### src/hdl/sh24_pkg.sv
package sh24_pkg;

	// Widths of the item fields and the key registers.
	localparam int unsigned WORD_W  = 64;
	localparam int unsigned COUNT_W = 4;
	localparam int unsigned LEN_W   = 8;
	localparam int unsigned BYTES   = WORD_W / 8;
	localparam int unsigned CFG_IDX_W = 1;

	// Register indexes of the configuration port.
	localparam logic [CFG_IDX_W-1:0] REG_KEY_LOW  = 1'b0;
	localparam logic [CFG_IDX_W-1:0] REG_KEY_HIGH = 1'b1;

	// Initialisation constants of the four lanes.
	localparam logic [WORD_W-1:0] IV_A = 64'h736f6d6570736575;
	localparam logic [WORD_W-1:0] IV_B = 64'h646f72616e646f6d;
	localparam logic [WORD_W-1:0] IV_C = 64'h6c7967656e657261;
	localparam logic [WORD_W-1:0] IV_D = 64'h7465646279746573;

	// Value folded into lane c before the finalisation rounds.
	localparam logic [WORD_W-1:0] FINAL_MARK = 64'h00000000000000ff;

	// Count of full bytes in a word, as carried by valid_bytes.
	localparam logic [COUNT_W-1:0] FULL_COUNT = 4'd8;

	// The internal hash state.
	typedef struct packed {
		logic [WORD_W-1:0] a;
		logic [WORD_W-1:0] b;
		logic [WORD_W-1:0] c;
		logic [WORD_W-1:0] d;
	} lanes_t;

endpackage

### src/hdl/sh24_if.sv
// Input channel: one message word per item.
interface sh24_in_if;
	logic                           valid;
	logic                           ready;
	logic [sh24_pkg::WORD_W-1:0]    message_word;
	logic [sh24_pkg::COUNT_W-1:0]   valid_bytes;
	logic                           last_word;

	modport source (output valid, message_word, valid_bytes, last_word, input ready);
	modport sink   (input valid, message_word, valid_bytes, last_word, output ready);
endinterface

// Output channel: one hash value per item.
interface sh24_out_if;
	logic                           valid;
	logic                           ready;
	logic [sh24_pkg::WORD_W-1:0]    hash_value;

	modport source (output valid, hash_value, input ready);
	modport sink   (input valid, hash_value, output ready);
endinterface

### src/hdl/sh24_round.sv
module sh24_round (
	input  sh24_pkg::lanes_t lanes_in,
	output sh24_pkg::lanes_t lanes_out
);
	import sh24_pkg::*;

	function automatic logic [WORD_W-1:0] rotl(input logic [WORD_W-1:0] x,
			input int unsigned n);
		return (x << n) | (x >> (WORD_W - n));
	endfunction

	logic [WORD_W-1:0] a1, a2, a3, b1, b2, c1, c2, d1;

	// One full mixing round: two add, rotate and xor halves.
	always_comb begin
		c1 = lanes_in.c + lanes_in.d;
		d1 = rotl(lanes_in.d, 16) ^ c1;
		a1 = lanes_in.a + lanes_in.b;
		b1 = rotl(lanes_in.b, 13) ^ a1;
		a2 = rotl(a1, 32);
		c2 = c1 + b1;
		a3 = a2 + d1;
		b2 = rotl(b1, 17) ^ c2;
		lanes_out.a = a3;
		lanes_out.b = b2;
		lanes_out.c = rotl(c2, 32);
		lanes_out.d = rotl(d1, 21) ^ a3;
	end

endmodule

### src/hdl/siphash_2_4_keyed_hash_core.sv
// A non-last word is loaded, then takes two passes of the round unit.
// A last word of 8 bytes adds a length-only tail block; every last word is then finalised.
// One round unit is shared over all rounds, one round a cycle; one word is in work at a time.
// A finished result waits in the output register while the next word is taken.
// Reset (arst_n low) clears both key registers, the sequencer and the message state.
module siphash_2_4_keyed_hash_core (
	input  logic                               clk,
	input  logic                               arst_n,
	sh24_in_if.sink                            in_ch,
	sh24_out_if.source                         out_ch,
	input  logic                               cfg_wr_en,
	input  logic [sh24_pkg::CFG_IDX_W-1:0]     cfg_index,
	input  logic [sh24_pkg::WORD_W-1:0]        cfg_data
);
	import sh24_pkg::*;

	typedef enum logic [3:0] {
		ST_IDLE = 4'b0001,
		ST_COMP = 4'b0010,
		ST_FIN  = 4'b0100,
		ST_DONE = 4'b1000
	} state_t;

	state_t            state_q;
	logic [1:0]        rcnt_q;
	logic              in_msg_q;
	logic              tail_pend_q;
	logic              final_q;
	logic [LEN_W-1:0]  len_q;
	logic [WORD_W-1:0] blk_q;
	logic [WORD_W-1:0] key_low_q;
	logic [WORD_W-1:0] key_high_q;
	lanes_t            lanes_q;
	lanes_t            rnd_out;
	logic              out_valid_q;
	logic [WORD_W-1:0] out_hash_q;

	logic              accept;
	logic              slot_free;
	lanes_t            base;
	logic [COUNT_W-1:0] cnt_sat;
	logic [COUNT_W-1:0] len_add;
	logic [LEN_W-1:0]  len_new;
	logic [WORD_W-1:0] byte_mask;
	logic [WORD_W-1:0] first_blk;
	logic [WORD_W-1:0] tail_blk;
	lanes_t            comp_end;

	// Shared round unit.
	sh24_round u_round (
		.lanes_in  (lanes_q),
		.lanes_out (rnd_out)
	);

	assign in_ch.ready       = (state_q == ST_IDLE);
	assign accept            = in_ch.valid && in_ch.ready;
	assign slot_free         = !out_valid_q || out_ch.ready;
	assign out_ch.valid      = out_valid_q;
	assign out_ch.hash_value = out_hash_q;

	// Key registers.
	always_ff @(posedge clk or negedge arst_n) begin
		if (!arst_n) begin
			key_low_q  <= '0;
			key_high_q <= '0;
		end else if (cfg_wr_en) begin
			case (cfg_index)
				REG_KEY_LOW:  key_low_q  <= cfg_data;
				REG_KEY_HIGH: key_high_q <= cfg_data;
				default: ;
			endcase
		end
	end

	// Block set-up at acceptance: lanes of a new message, length and first block.
	always_comb begin
		if (in_msg_q) begin
			base = lanes_q;
		end else begin
			base.a = key_low_q ^ IV_A;
			base.b = key_high_q ^ IV_B;
			base.c = key_low_q ^ IV_C;
			base.d = key_high_q ^ IV_D;
		end
		cnt_sat = (in_ch.valid_bytes > FULL_COUNT) ? FULL_COUNT : in_ch.valid_bytes;
		len_add = in_ch.last_word ? cnt_sat : FULL_COUNT;
		len_new = (in_msg_q ? len_q : '0) + {{(LEN_W-COUNT_W){1'b0}}, len_add};
		for (int i = 0; i < BYTES; i++) begin
			byte_mask[i*8 +: 8] = (COUNT_W'(i) < cnt_sat) ? 8'hff : 8'h00;
		end
		if (in_ch.last_word && (cnt_sat != FULL_COUNT)) begin
			first_blk = (in_ch.message_word & byte_mask)
				| {len_new, {(WORD_W-LEN_W){1'b0}}};
		end else begin
			first_blk = in_ch.message_word;
		end
	end

	// End of a compression: fold the block into lane a; for a last word, then either
	// start the length-only tail block or mark lane c for finalisation.
	assign tail_blk = {len_q, {(WORD_W-LEN_W){1'b0}}};
	always_comb begin
		comp_end   = rnd_out;
		comp_end.a = rnd_out.a ^ blk_q;
		if (tail_pend_q) begin
			comp_end.d = rnd_out.d ^ tail_blk;
		end else if (final_q) begin
			comp_end.c = rnd_out.c ^ FINAL_MARK;
		end
	end

	// Output register flag: raised when a result is loaded, dropped once taken.
	always_ff @(posedge clk or negedge arst_n) begin
		if (!arst_n) begin
			out_valid_q <= 1'b0;
		end else if ((state_q == ST_DONE) && slot_free) begin
			out_valid_q <= 1'b1;
		end else if (out_ch.ready) begin
			out_valid_q <= 1'b0;
		end
	end

	// Sequencer and hash state.
	always_ff @(posedge clk or negedge arst_n) begin
		if (!arst_n) begin
			state_q     <= ST_IDLE;
			rcnt_q      <= '0;
			in_msg_q    <= 1'b0;
			tail_pend_q <= 1'b0;
			final_q     <= 1'b0;
			len_q       <= '0;
		end else begin
			case (state_q)
				ST_IDLE: begin
					if (accept) begin
						in_msg_q    <= 1'b1;
						len_q       <= len_new;
						tail_pend_q <= in_ch.last_word && (cnt_sat == FULL_COUNT);
						final_q     <= in_ch.last_word;
						rcnt_q      <= '0;
						state_q     <= ST_COMP;
					end
				end
				ST_COMP: begin
					if (rcnt_q == 2'd1) begin
						rcnt_q <= '0;
						if (tail_pend_q) begin
							tail_pend_q <= 1'b0;
						end else if (final_q) begin
							state_q <= ST_FIN;
						end else begin
							state_q <= ST_IDLE;
						end
					end else begin
						rcnt_q <= rcnt_q + 2'd1;
					end
				end
				ST_FIN: begin
					rcnt_q <= rcnt_q + 2'd1;
					if (rcnt_q == 2'd3) begin
						state_q <= ST_DONE;
					end
				end
				ST_DONE: begin
					if (slot_free) begin
						in_msg_q    <= 1'b0;
						final_q     <= 1'b0;
						state_q     <= ST_IDLE;
					end
				end
				default: begin
					state_q <= ST_IDLE;
				end
			endcase
		end
	end

	// Lanes, current block and result register carry no reset.
	always_ff @(posedge clk) begin
		case (state_q)
			ST_IDLE: begin
				if (accept) begin
					lanes_q <= '{a: base.a, b: base.b, c: base.c, d: base.d ^ first_blk};
					blk_q   <= first_blk;
				end
			end
			ST_COMP: begin
				if (rcnt_q == 2'd1) begin
					lanes_q <= comp_end;
					if (tail_pend_q) begin
						blk_q <= tail_blk;
					end
				end else begin
					lanes_q <= rnd_out;
				end
			end
			ST_FIN: begin
				lanes_q <= rnd_out;
			end
			ST_DONE: begin
				if (slot_free) begin
					out_hash_q <= lanes_q.a ^ lanes_q.b ^ lanes_q.c ^ lanes_q.d;
				end
			end
			default: ;
		endcase
	end

	// A result appears only after the finalisation rounds have run.
	a_out_after_done: assert property (@(posedge clk) disable iff (!arst_n)
		$rose(out_valid_q) |-> $past(state_q == ST_DONE))
		else $error("result raised outside the done state");

	// Finalisation only runs for a last word whose tail block is done.
	a_fin_clean: assert property (@(posedge clk) disable iff (!arst_n)
		(state_q == ST_FIN) |-> (final_q && !tail_pend_q))
		else $error("finalisation entered with a block outstanding");

	// A compression takes two rounds, never more.
	a_comp_count: assert property (@(posedge clk) disable iff (!arst_n)
		(state_q == ST_COMP) |-> !rcnt_q[1])
		else $error("round count overran in compression");

	// An accepted item always leaves a message open.
	a_msg_open: assert property (@(posedge clk) disable iff (!arst_n)
		accept |=> in_msg_q)
		else $error("message not opened by an accepted item");

endmodule
### src/flat_wrapper.sv
// flat-port wrapper written by rule: the top's interface ports become plain ports
module siphash_2_4_keyed_hash_core_flat import sh24_pkg::*;
  (clk, arst_n, cfg_wr_en, cfg_index, cfg_data, in_ch_valid, in_ch_message_word, in_ch_valid_bytes, in_ch_last_word, in_ch_ready, out_ch_valid, out_ch_hash_value, out_ch_ready);
  sh24_in_if in_ch_i ();
  sh24_out_if out_ch_i ();
  input  logic clk;
  input  logic arst_n;
  input  logic cfg_wr_en;
  input  logic [sh24_pkg::CFG_IDX_W-1:0] cfg_index;
  input  logic [sh24_pkg::WORD_W-1:0] cfg_data;
  input wire logic [$bits(in_ch_i.valid)-1:0] in_ch_valid;
  input wire logic [$bits(in_ch_i.message_word)-1:0] in_ch_message_word;
  input wire logic [$bits(in_ch_i.valid_bytes)-1:0] in_ch_valid_bytes;
  input wire logic [$bits(in_ch_i.last_word)-1:0] in_ch_last_word;
  output wire logic [$bits(in_ch_i.ready)-1:0] in_ch_ready;
  output wire logic [$bits(out_ch_i.valid)-1:0] out_ch_valid;
  output wire logic [$bits(out_ch_i.hash_value)-1:0] out_ch_hash_value;
  input wire logic [$bits(out_ch_i.ready)-1:0] out_ch_ready;
  assign in_ch_i.valid = in_ch_valid;
  assign in_ch_i.message_word = in_ch_message_word;
  assign in_ch_i.valid_bytes = in_ch_valid_bytes;
  assign in_ch_i.last_word = in_ch_last_word;
  assign in_ch_ready = in_ch_i.ready;
  assign out_ch_valid = out_ch_i.valid;
  assign out_ch_hash_value = out_ch_i.hash_value;
  assign out_ch_i.ready = out_ch_ready;
  siphash_2_4_keyed_hash_core u_core (.clk(clk), .arst_n(arst_n), .in_ch(in_ch_i), .out_ch(out_ch_i), .cfg_wr_en(cfg_wr_en), .cfg_index(cfg_index), .cfg_data(cfg_data));
endmodule
### config.mk
export PLATFORM = sky130hd
export DESIGN_NAME = siphash_2_4_keyed_hash_core_flat
export DESIGN_NICKNAME = d
export VERILOG_FILES = /design/src/hdl/sh24_pkg.sv /design/src/hdl/sh24_if.sv /design/src/hdl/sh24_round.sv /design/src/hdl/siphash_2_4_keyed_hash_core.sv /design/src/flat_wrapper.sv
export SDC_FILE = /design/constraint.sdc
export NUM_CORES = 2
export LEC_CHECK = 0
export BUFFER_PORTS_ARGS = -buffer_cell sky130_fd_sc_hd__buf_4
export CORE_ASPECT_RATIO = 1.2
export CORE_MARGIN = 2
export CORE_UTILIZATION = 23
export DETAILED_ROUTE_END_ITERATION = 8
export PLACE_DENSITY_LB_ADDON = 0.2
export RECOVER_POWER = 100
export SLEW_MARGIN = 30
export SYNTH_ARGS = -nofsm -noshare
export SYNTH_HDL_FRONTEND = slang
export SYNTH_SLANG_ARGS = --single-unit
### constraint.sdc
create_clock -name clk -period 19.5 [get_ports clk]
set_input_delay 3.9 -clock clk [delete_from_list [all_inputs] [get_ports clk]]
set_output_delay 3.9 -clock clk [all_outputs]
set_load 0.02 [all_outputs]
# --- Yosys cells after proc, flatten, opt, wreduce, memory -nomap -nowiden ---
# Cells that the tools add are included.
totals:
  regBits: 530
  latch_bits: 0
  mem_bits_rw: 0
  mem_bits_ro: 0
  inputBits: 139
  out_inout_bits: 66
  n_memories: 0
classes:
  add_sub_neg: 6
  n_mul: 0
  div_mod_pow: 0
  n_lt_le_gt_ge: 9
  eq_ne: 15
  shifts: 0
  n_mux: 43
  bitwise_logic: 24
  n_reduce_logical: 20
ops:
  columns: ["op", "n"]
  rows:
  - ["256-bit two-way mux", 3]
  - ["256-bit case mux with 3 select lines", 1]
  - ["64-bit XOR", 10]
  - ["64-bit two-way mux", 5]
  - ["64-bit adder", 4]
  - ["64-bit by 32-bit OR with 64-bit output", 2]
  - ["64-bit case mux with 2 select lines", 1]
  - ["8-bit two-way mux", 11]
  - ["64-bit AND", 1]
  - ["64-bit by 13-bit OR with 64-bit output", 1]
  - ["64-bit by 16-bit OR with 64-bit output", 1]
  - ["64-bit by 17-bit OR with 64-bit output", 1]
  - ["64-bit by 21-bit OR with 64-bit output", 1]
  - ["64-bit OR", 1]
  - ["37-bit inverter", 1]
  - ["35-bit inverter", 1]
  - ["34-bit inverter", 1]
  - ["32-bit inverter", 1]
  - ["4-bit two-way mux", 7]
  - ["3-bit by 4-bit less-than comparator with 1-bit output, first input constant", 4]
  - ["4-bit case mux with 4 select lines", 1]
  - ["2-bit AND reduction", 5]
  - ["3-bit AND reduction", 3]
  - ["8-bit by 4-bit adder with 8-bit output", 1]
  - ["27 further kinds", 49]

# --- Longest topological paths before layout ---
logic_depth:
  word_depth: 10
  mapped_depth: 31
  depth_no_buf: 31

# --- Modules after synthesis ---
# A second synthesis with hierarchy kept.
hier_totals:
  cells_unflattened: 4667
  area_unflattened_um2: 43674.4
by_module_without_submodules:
  columns: ["mod", "instances", "cells_each", "area_each_um2"]
  rows:
  - ["siphash_2_4_keyed_hash_core", 1, 2110, 25373.1]
  - ["sh24_round", 1, 2557, 18301.3]

# --- Worst setup path after synthesis ---
# No wires, ideal clock.
synth_timing:
  path_type: "input to register"
  from: "input port in_ch_valid"
  to: "register u_core.lanes_q[100] in the netlist's numbering (enable)"
  setup_ns: 1.027
  arrival_ns: 17.953
  t_required_ns: 18.473
  setup_slack_ns: 0.520
  stages: 2
  cell_sequence: "nor2_1 -> a211oi_1"
synth_via:
  elab_chain_len: 3
synth_lines:
  columns: ["element", "line", "rtl"]
  rows:
  - ["from (decl)", "flat_wrapper.sv:11", "input wire logic [$bits(in_ch_i.valid)-1:0] in_ch_valid;"]
  - ["1-bit logical AND", "siphash_2_4_keyed_hash_core.sv:56", "assign accept = in_ch.valid && in_ch.ready;"]
  - ["2-bit != test (no line)", null, null]
  - ["3-bit AND reduction (no line)", null, null]
  - ["to (signal assigned)", "siphash_2_4_keyed_hash_core.sv:183", "lanes_q <= '{a: base.a, b: base.b, c: base.c, d: base.d ^ first_blk};"]
  - ["to (signal assigned)", "siphash_2_4_keyed_hash_core.sv:189", "lanes_q <= comp_end;"]
  - ["to (signal assigned)", "siphash_2_4_keyed_hash_core.sv:194", "lanes_q <= rnd_out;"]
  - ["to (decl)", "siphash_2_4_keyed_hash_core.sv:33", "lanes_t lanes_q;"]
# Every way passes these cells.
# A chain may end at the register's enable or synchronous reset.

# --- Final worst setup path ---
layout_timing:
  from: "input port in_ch_valid"
  to: "register u_core.lanes_q[240] in the netlist's numbering (enable)"
# The elaborated chain is that of the path after synthesis.

==> impl_results.md <==
- Ports: 205
- Synth area leader: edfxtp_1
- Post-synth top area share: 0.281
- Crit Path Max Fanout: 87
- Most frequent cells in the layout: xnor2_1, a21oi_1, edfxtp_1
- Die X: 390 µm
- Sink Count: 530
- Worst Setup Path Type: input port to flop
- Avg Cell Area, Syn: 9.53 µm²
- Syn Nets: 4713
- Global-route wire length before repair: 343000 µm
- GRT Overall Usage: 0.282
- Dpl cell area: roughly 46000 µm²
- Setup TNS: 0 ps
- CTS Buf Count: 73
- Port bufs: around 200
- Dpl hpwl: 219000 µm
- CTS-repair resized insts: 0
- FP Rows: 169
- RSZ-0062 raised after global routing: no
- Critical-path cell list: clkbuf_1 > nor2_1 > a211oi_1 > clkbuf_1 > clkbuf_1
- Mapped Area: 41100 µm²
- Fillers: 19100
- Syn Inst Count: 4311
- Failing checks: capacitance limit, slew limit
- Slew of the pin with the lowest slew margin: 8450 ps
- Fin. Hold Viols: 0
- Crit path top cell by count: clkbuf_1
- Max incr delay on CP: 4810 ps
- Cell family with most CP delay: buffers and inverters
- Die ar.: 182000 µm²
- FF+latch count, synth: 530
- Max stage delay cell, worst path: clkbuf_1
- Root buf cell: clkbuf_16
- Overflow after GRT: 0
- Async set-reset flop share out of synthesis: 0.275
- Final Util: 0.269
- HP Class: flop to flop
- Setup Buffers After CTS: 0
- Htree depth: 3
- Area of the core: 177000 µm²
- Area Growth Syn to Fin: 16.1%
- CTS tree: built
- Synth area leaders: edfxtp_1, xnor2_1, dfrtp_1
- DRT Wirelength: 264000 µm
- Detailed-route vias per instance: 5.44
- Pins Over Slew Limit: roughly 1100
- Initial antenna violation count: 25
- Largest net degree at the start of global routing: 139
- Routed vias: 37100
- Drc violations: 0
- Initial Util: 0.232
- DRT Pass-1 Iters: 5
- Worst skew pair latency: 740 ps
- Arr. time, crit path: 12940 ps
- Period Utilization, post-route: 0.657
- GP Congestion: 1.08
- Syn. warnings: 0
- Setup crit end kind: flop
- Ys flop type: edfxtp_1
- Worst rel slew slack: -4.63
- Vias in the first global route: between 30000 and 40000
- Placed Cells: 6672
- Non-Filler Instances: slightly below 7000
- Post-synthesis sequential area ratio: 0.370
- CP Launch Type: input port
- Final instance area: 47700 µm²
- Status: finished with violations
- Final Setup Violations: 0
- FMAX: about 0.08 GHz
- Deepest clock path buffer count: 3
- Layout cells sized above 1: 0.114
- EDFF count, synth: 384
- Nets: 4843
- Max Cap Viol: 24
- Clock skew: 34.8 ps
- Cts hold-fix bufs: 0
- Reg clk slew, reported paths: around 60 ps
- Critical path buffer and inverter count: 3
- Synth cell types: 89
- Post-DR wirelength/cell: a little under 40 µm
- Req. time, crit path: between 15000 and 20000 ps
- Antenna-violating nets left: 0
- Die Ht: between 400 and 500 µm
- Post-layout min period: 12800 ps
- Most common cell after layout, fill and taps aside: xnor2_1
- Starting DRT DRC Count: 3928
-- sequential cells by signal, indices dropped and copies added, names as in the netlist --
name                      flops
u_core.tail_pend_q            1
u_core.key_high_q            64
u_core.key_low_q             64
u_core.lanes_q              256
u_core.out_ch.valid           1
u_core.out_ch.hash_value     64
u_core.final_q                1
u_core.in_msg_q               1
u_core.rcnt_q                 2
u_core.state_q                4
u_core.len_q                  8
u_core.blk_q                 64
-- routing by layer --
metal  up-vias  global-route usage  wire length, µm
met5         -                   0               56
met4         8               0.187            21100
met3       447              0.0300            14300
met2      1593               0.444           116000
met1     19000               0.366           112000
li1      16000                   -                -
-- kinds of logic (layout without fill, tap and decap cells) --
logic type               count (synthesis)  in the layout  synth area share
AO/OA/AOI/OAI                         1254           1254             0.193
other                                    0              7                 0
XOR/XNOR                               708            708             0.153
AND/OR/NAND/NOR                       1025           1025             0.121
multiplexers                           191            191            0.0504
flip-flops                             530            530             0.370
adder cells (fa/ha/maj)                265            265            0.0815
buffers and inverters                  338            528            0.0311
-- final cells by class --
type / count / area [µm²] / share of cell area
multi-input cells: 3443 / 25000 / 0.523
flip-flops and latches: 530 / 15200 / 0.318
well taps: 2308 / 2890 / 0.0605
clock buffers: 92 / 2000 / 0.0419
repair buffers: 294 / 1860 / 0.0389
clock inverters: 43 / 425 / 0.00892
inverters: 99 / 372 / 0.00779
diodes: 7 / 17.5 / 0.000367
-- worst paths after layout --
path,depth (start not counted),slack (ps),to,startpoint
min,1,500,u_core.key_high_q[35]$_DFFE_PN0P_,u_core.key_high_q[35]$_DFFE_PN0P_
min reg2reg,1,500,u_core.key_high_q[35]$_DFFE_PN0P_,u_core.key_high_q[35]$_DFFE_PN0P_
max,5,6700,u_core.lanes_q[240]$_DFFE_PP_,in_ch_valid
max reg2reg,7,8690,u_core.lanes_q[87]$_DFFE_PP_,u_core.state_q[0]$_DFFE_PN1P_
max in group asynchronous,3,9030,u_core.in_msg_q$_DFFE_PN0P_,arst_n
min in group asynchronous,1,4370,u_core.key_low_q[53]$_DFFE_PN0P_,arst_n
-- Yosys cell counts (all sizes together), types with 28 or more instances --
cell	count
or3	37
edfxtp	384
mux2i	62
and2	28
nand4	47
nor3	30
o21ai	267
xnor2	452
nand3b	30
a21o	195
nor2b	41
inv	99
nor2	202
mux2	129
a21oi	409
a31oi	40
ha	258
nand2	361
nand3	79
dfrtp	145
clkbuf	223
xor2	249
o211ai	33
and3	103
o21bai	54
-- metrics by stage --
stage | hold slack [ps] | setup WS [ps]
detailed placement | 487 | 9620
global route | 517 | 6060
finish | 496 | 6700
global placement | 484 | 9600
CTS | 500 | 9550
floorplan | 471 | 520
Power is left out: the tool's default activity adds up to more than one toggle a clock period on the data nets, which glitch-free logic cannot reach.
